===== config.mk =====
export PLATFORM = sky130hd
export DESIGN_NAME = dtp_ctrl
export DESIGN_NICKNAME = d
export VERILOG_FILES = /design/src/rtl/core/dtp_pkg.sv /design/src/rtl/core/dtp_ctrl.sv
export SDC_FILE = /design/constraint.sdc
export NUM_CORES = 1
export LEC_CHECK = 0
export BUFFER_PORTS_ARGS = -buffer_cell sky130_fd_sc_hd__buf_2
export CAP_MARGIN = 20
export CORE_MARGIN = 4
export CORE_UTILIZATION = 35
export DETAILED_ROUTE_END_ITERATION = 8
export GPL_TIMING_DRIVEN = 0
export HOLD_SLACK_MARGIN = 0.06
export PLACE_DENSITY = 0.56
export SKIP_CTS_REPAIR_TIMING = 1
export SYNTH_ARGS = -nofsm -noshare
export SYNTH_HDL_FRONTEND = slang
export SYNTH_SLANG_ARGS = --single-unit

===== constraint.sdc =====
create_clock -name clk -period 1.6 [get_ports clk]
set_input_delay 0.08 -clock clk [delete_from_list [all_inputs] [get_ports clk]]
set_output_delay 0.08 -clock clk [all_outputs]
set_load 0.1 [all_outputs]

===== src/rtl/core/dtp_pkg.sv =====
`default_nettype none
package dtp_pkg;

  localparam int MAX_ROWS   = 16;
  localparam int MAX_COLS   = 1024;
  localparam int FRAC_BITS  = 24;
  localparam int DATA_BITS  = 24;

  localparam int ROW_W      = $clog2(MAX_ROWS);
  localparam int HGT_W      = $clog2(MAX_ROWS + 1);
  localparam int COL_W      = $clog2(MAX_COLS);
  localparam int WID_W      = $clog2(MAX_COLS + 1);
  localparam int POS_BITS   = COL_W + FRAC_BITS;
  localparam int TBL_DEPTH  = MAX_ROWS * MAX_COLS;
  localparam int TBL_ADDR_W = ROW_W + COL_W;

  localparam int REQ_W      = 2;
  localparam int CFG_IDX_W  = 3;
  localparam int CFG_DATA_W = POS_BITS;
  localparam int IN_DATA_W  = 72;
  localparam int OUT_DATA_W = 112;

  localparam logic [FRAC_BITS-1:0] STEP_RESET = FRAC_BITS'(380);

  // request kinds
  localparam logic [REQ_W-1:0] REQ_TICK  = 2'd0;
  localparam logic [REQ_W-1:0] REQ_SEEK  = 2'd1;
  localparam logic [REQ_W-1:0] REQ_WRITE = 2'd2;

  // configuration register indexes
  localparam logic [CFG_IDX_W-1:0] CFG_STEP_FRAC    = 3'd0;
  localparam logic [CFG_IDX_W-1:0] CFG_LOOP_ENABLE  = 3'd1;
  localparam logic [CFG_IDX_W-1:0] CFG_LOOP_BEGIN   = 3'd2;
  localparam logic [CFG_IDX_W-1:0] CFG_LOOP_END     = 3'd3;
  localparam logic [CFG_IDX_W-1:0] CFG_INTERPOLATE  = 3'd4;
  localparam logic [CFG_IDX_W-1:0] CFG_TABLE_WIDTH  = 3'd5;
  localparam logic [CFG_IDX_W-1:0] CFG_TABLE_HEIGHT = 3'd6;

  // input item, seek_position in the lowest bits
  typedef struct packed {
    logic signed [DATA_BITS-1:0] write_value;
    logic [COL_W-1:0]            write_col;
    logic [ROW_W-1:0]            write_row;
    logic [POS_BITS-1:0]         seek_position;
  } dtp_in_t;

  // result item, row_value in the lowest bits
  typedef struct packed {
    logic [OUT_DATA_W-POS_BITS-3*DATA_BITS-1:0] pad;
    logic [POS_BITS-1:0]                        play_position;
    logic signed [DATA_BITS-1:0]                row_max;
    logic signed [DATA_BITS-1:0]                row_min;
    logic signed [DATA_BITS-1:0]                row_value;
  } dtp_out_t;

  typedef struct packed {
    logic seek;       // load playhead from seek_position
    logic write;      // store table word, start min/max read, clear playhead
    logic tick;       // capture tick, advance playhead
    logic mm_update;  // write back row min/max
    logic loop;       // apply loop, latch position, clear row counter
    logic rd_next;    // address neighbour column, capture current word
    logic mul;        // difference times fraction
    logic sum;        // finish row value, load output register
    logic step;       // add step to fraction
  } dtp_cmd_t;

  typedef struct packed {
    logic no_rows;
    logic last_row;
    logic out_free;
  } dtp_status_t;

endpackage
`default_nettype wire


===== src/rtl/core/dtp_ctrl.sv =====
`default_nettype none
module dtp_ctrl
  import dtp_pkg::*;
(
  input  wire logic               clk,
  input  wire logic               rst,
  input  wire logic               in_valid,
  input  wire logic [REQ_W-1:0]   req,
  input  wire dtp_status_t        status,
  output logic                    in_ready,
  output dtp_cmd_t                cmd
);

  typedef enum logic [7:0] {
    ST_IDLE   = 8'b0000_0001,
    ST_LOOP   = 8'b0000_0010,
    ST_RD0    = 8'b0000_0100,
    ST_RD1    = 8'b0000_1000,
    ST_MUL    = 8'b0001_0000,
    ST_SUM    = 8'b0010_0000,
    ST_STEP   = 8'b0100_0000,
    ST_WR_UPD = 8'b1000_0000
  } state_t;

  state_t state, state_next;
  logic   accept;

  assign in_ready = (state == ST_IDLE);
  assign accept   = in_ready && in_valid;

  always_comb begin
    cmd           = '0;
    cmd.seek      = accept && (req == REQ_SEEK);
    cmd.write     = accept && (req == REQ_WRITE);
    cmd.tick      = accept && (req == REQ_TICK);
    cmd.mm_update = (state == ST_WR_UPD);
    cmd.loop      = (state == ST_LOOP);
    cmd.rd_next   = (state == ST_RD1);
    cmd.mul       = (state == ST_MUL);
    cmd.sum       = (state == ST_SUM) && status.out_free;
    cmd.step      = (state == ST_STEP);
  end

  always_comb begin
    state_next = state;
    case (state)
      ST_IDLE: begin
        if (accept && req == REQ_TICK) begin
          state_next = ST_LOOP;
        end else if (accept && req == REQ_WRITE) begin
          state_next = ST_WR_UPD;
        end
      end
      ST_LOOP: begin
        state_next = status.no_rows ? ST_STEP : ST_RD0;
      end
      ST_RD0:    state_next = ST_RD1;
      ST_RD1:    state_next = ST_MUL;
      ST_MUL:    state_next = ST_SUM;
      ST_SUM: begin
        if (status.out_free) begin
          state_next = status.last_row ? ST_STEP : ST_RD0;
        end
      end
      ST_STEP:   state_next = ST_IDLE;
      ST_WR_UPD: state_next = ST_IDLE;
      default:   state_next = ST_IDLE;
    endcase
  end

  always_ff @(posedge clk) begin
    if (rst) begin
      state <= ST_IDLE;
    end else begin
      state <= state_next;
    end
  end

endmodule
`default_nettype wire


Word-level counts from Yosys, hierarchy flattened
Cells that the tools add are included.

Flip-flop bits (word level): 8. Word-level logic and storage cells: 26.

Equal/unequal tests: 12. Muxes and demuxes: 6. Reductions and logical operators: 7.

Operators by type and width (number): $pmux 8 s6 (1); $mux 8 (3); $mux 7 (2); $eq 8x1->1 const B (1); $eq 8x2->1 const B (1); $eq 8x3->1 const B (1); $eq 8x4->1 const B (1); $eq 8x5->1 const B (1); $eq 8x6->1 const B (1); $eq 8x7->1 const B (1); $eq 8x8->1 const B (1); $logic_and 1x1->1 (5); $ne 3x1->1 const B (1); $eq 2x1->1 const B (1); $eq 2x2->1 const B (1); $logic_not 2->1 (1); $ne 2x2->1 const B (1); $reduce_and 2->1 (1).

Longest topological paths before layout
Depth in word-level cells: 6. Depth in mapped cells: 5.

Least setup slack after synthesis
OpenSTA, ideal clock, no wires.

Path type: reg2reg. From: reg state[2]. To: reg state[1]. Setup time: 0.071 ns. Arrival time: 3.334 ns. Required time: 1.529 ns. Slack: -1.805 ns. Cell stages (with the launch flop): 5. Buffers on the path: 0. Period minus slack after synthesis: 3.405 ns. Path through: dfxtp_1 nor4_4 nand4b_2 nor3_1 and3b_1.

RTL lines: start: declaration (RTL line dtp_ctrl.sv:25) `state_t state, state_next;`; start signal: assignment (RTL line dtp_ctrl.sv:75) `state <= state_next;`.

==> results.md <==
* Sink Count at 8
* Final setup margin at -0.285 ns
* Power Dens Cells at 580 nW/µm²
* Nets at 97
* Num ports at 18
* Area Growth Syn to Fin at 94.4%
* Failing checks: negative setup slack
* Net Sw Power at 0.200 mW
* Slew @ Worst Pin at 0.402 ns
* Grt met3 use at 7.03%
* Syn avg cell area at 8.96 µm²
* Initial Util at 38.3%
* Layout cells sized above 1 at 69.0%
* WP data required at 1.52 ns
* Die span in y at 46.2 µm
* Setup Slack @ Placement at -0.274 ns
* Diode count at 0
* Largest regs: state: 8 flops
* FF/Latch Area at 171 µm²
* Synth top area share at 31.4%
* F_max at 0.531 GHz
* Sequential share of power at 36.8%
* Max Cap Violations at 0
* Final wirelength at 1540 µm
* Post-synth top area cell: dfxtp_1
* GR Util met1 at 20.4%
* Clk buf depth at 2
* Core Util, Final at 74.4%
* CTS Buf Count at 3
* Gate Count Post-Synth at 57
* Status: finished with violations
* Biggest register: state
* Routability Congestion at 0.715
* Fin crit share at 118%
* Type of origin of the critical path: flop
* RSZ-0062 raised after global routing: yes
* Via count at 547
* Largest cells by area after synthesis: dfxtp_1, and4b_1, nor3_1
* Final instance area at 992 µm²
* Final ANT Viol Nets at 0
* Clock-pin slew on the worst setup and hold paths at 0.06 ns
* Cell Rows at 13
* # setup viols final at 12
* Drt initial violations at 14
* Number of global-route vias before repair at 510
* Drc violations at 0
* Worst rel slew slack at 73.0%
* Sw Share at 34.8%
* Die area at 2130 µm²
* WL per Instance at 15.1 µm
* VDD IR max at 373 µV
* P_int at 0.375 mW
* DP Area at 678 µm²
* Fin Hold WS at 0.106 ns
* Clk pwr share at 27.7%
* Max reg flops at 8
* Syn. warnings at 0
* Worst skew pair latency at 0.26 ns
* Critical path type: flop to output pin
* Initial antenna violation count at 0
* Fin Setup TNS at -1.35 ns
* Post-synthesis sequential area ratio at 31.4%
* Area of the multi-input gates at 433 µm²
* Number of I/O port buffers at 17
* Max Clock Skew at 0.00885 ns
* Synth unique cells at 28
* Filler Cell Count at 90
* Hold Vio Cnt, Final at 0
* Comb pwr share at 35.5%
* Core ar. at 1330 µm²
* Pins Over Slew Limit at 0
* Critical Path Fanout Max at 5
* GRT Total Usage at 15.4%
* GRT met2 Usage at 22.5%
* DP Wirelength at 1030 µm
* Total Power at 0.575 mW
* Post-synthesis register bit count at 8
* Die X at 46.2 µm
* Lkg Pwr at 0.386 nW
* Inst Count DP at 89
* H-tree level count at 1
* Largest net degree at the start of global routing at 9
* Critical Path Sink Type: output pin
* CTS root buffer: clkbuf_4
* Finished Layout Cells at 102
* DR pass1 iterations at 5
* GRT busiest layer: met2
* Syn Nets at 65
* CTS tree: built
* Hold Path Class: input pin to flop
* First-pass GRT wire length at 2280 µm
* Via/cell ratio at 5.36
* Worst Path Arrival at 1.80 ns
* Gr ovfl total at 0
* Final min period at 1.88 ns
* Syn Std Cell Area at 510 µm²
-- placed cells by master, fill, tap and decap left out, types with 2 or more instances in the layout --
cell type,synthesis,routed
buf_12,0,10
buf_2,0,7
buf_4,0,7
dfxtp_2,0,6
nor3_1,6,4
nor2_4,0,3
nand2b_1,4,3
nor2_1,7,3
clkbuf_4,0,3
buf_6,0,3
and4b_2,0,2
nand4b_4,1,2
nor3_4,0,2
clkinvlp_4,0,2
a211oi_2,0,2
o21a_1,2,2
-- power by group through the flow --
stage	Sequential, mW	Combinational, mW	Clock [mW]
final	0.211	0.204	0.159
after global routing	0.212	0.215	0.179
after CTS	0.210	0.140	0.160
after detailed placement	0.215	0.140	0
after global placement	0.215	0.139	0
after floorplan	0.213	0.108	0
-- cells by family after synthesis --
family | Yosys count | synth area share [%]
flops | 8 | 31.4
compound gates | 12 | 18.6
simple gates | 33 | 46.8
buf+inv | 4 | 3.19
-- worst paths after layout --
path              startpoint  endpoint  slack, ns  cells after the start
setup / recovery    state[7]    cmd[1]      -0.28                      5
hold reg to reg     state[3]  state[3]       0.58                      2
setup reg to reg    state[7]  state[5]      -0.07                      6
hold / removal           rst  state[5]       0.11                      2
-- Yosys cell counts (all sizes together) --
library cell	count
a2111oi	1
a211oi	2
a21oi	1
a221oi	1
a22oi	1
a2bb2oi	1
a31o	1
and2	2
and3b	1
and4b	3
clkinv	1
dfxtp	8
inv	3
nand2	1
nand2b	4
nand3	2
nand4b	3
nor2	7
nor3	6
nor3b	1
nor4	1
o21a	2
o21ai	1
o22ai	1
or2b	1
or3b	1
-- critical path: stages (launching register included) --
cell     delay, ns
dfxtp_4       0.34
nor4_4        0.43
buf_4         0.19
and4b_2       0.26
and2_4        0.16
buf_12        0.16
-- metal layers --
layer / part of all wire, % / up-vias
met1: 42 / 246
met5: 0 / -
met2: 50 / 20
met3: 7.4 / 2
met4: 0.65 / 0
li1: - / 279
-- layout make-up --
type / count / share of cell area, %
timing repair buffer: 27 / 32.4
tap: 15 / 1.89
sequential: 8 / 17.3
inverter: 4 / 2.52
multi-input combinational: 45 / 43.6
clock buffer: 3 / 2.27
(Power assumes the default switching activity.)
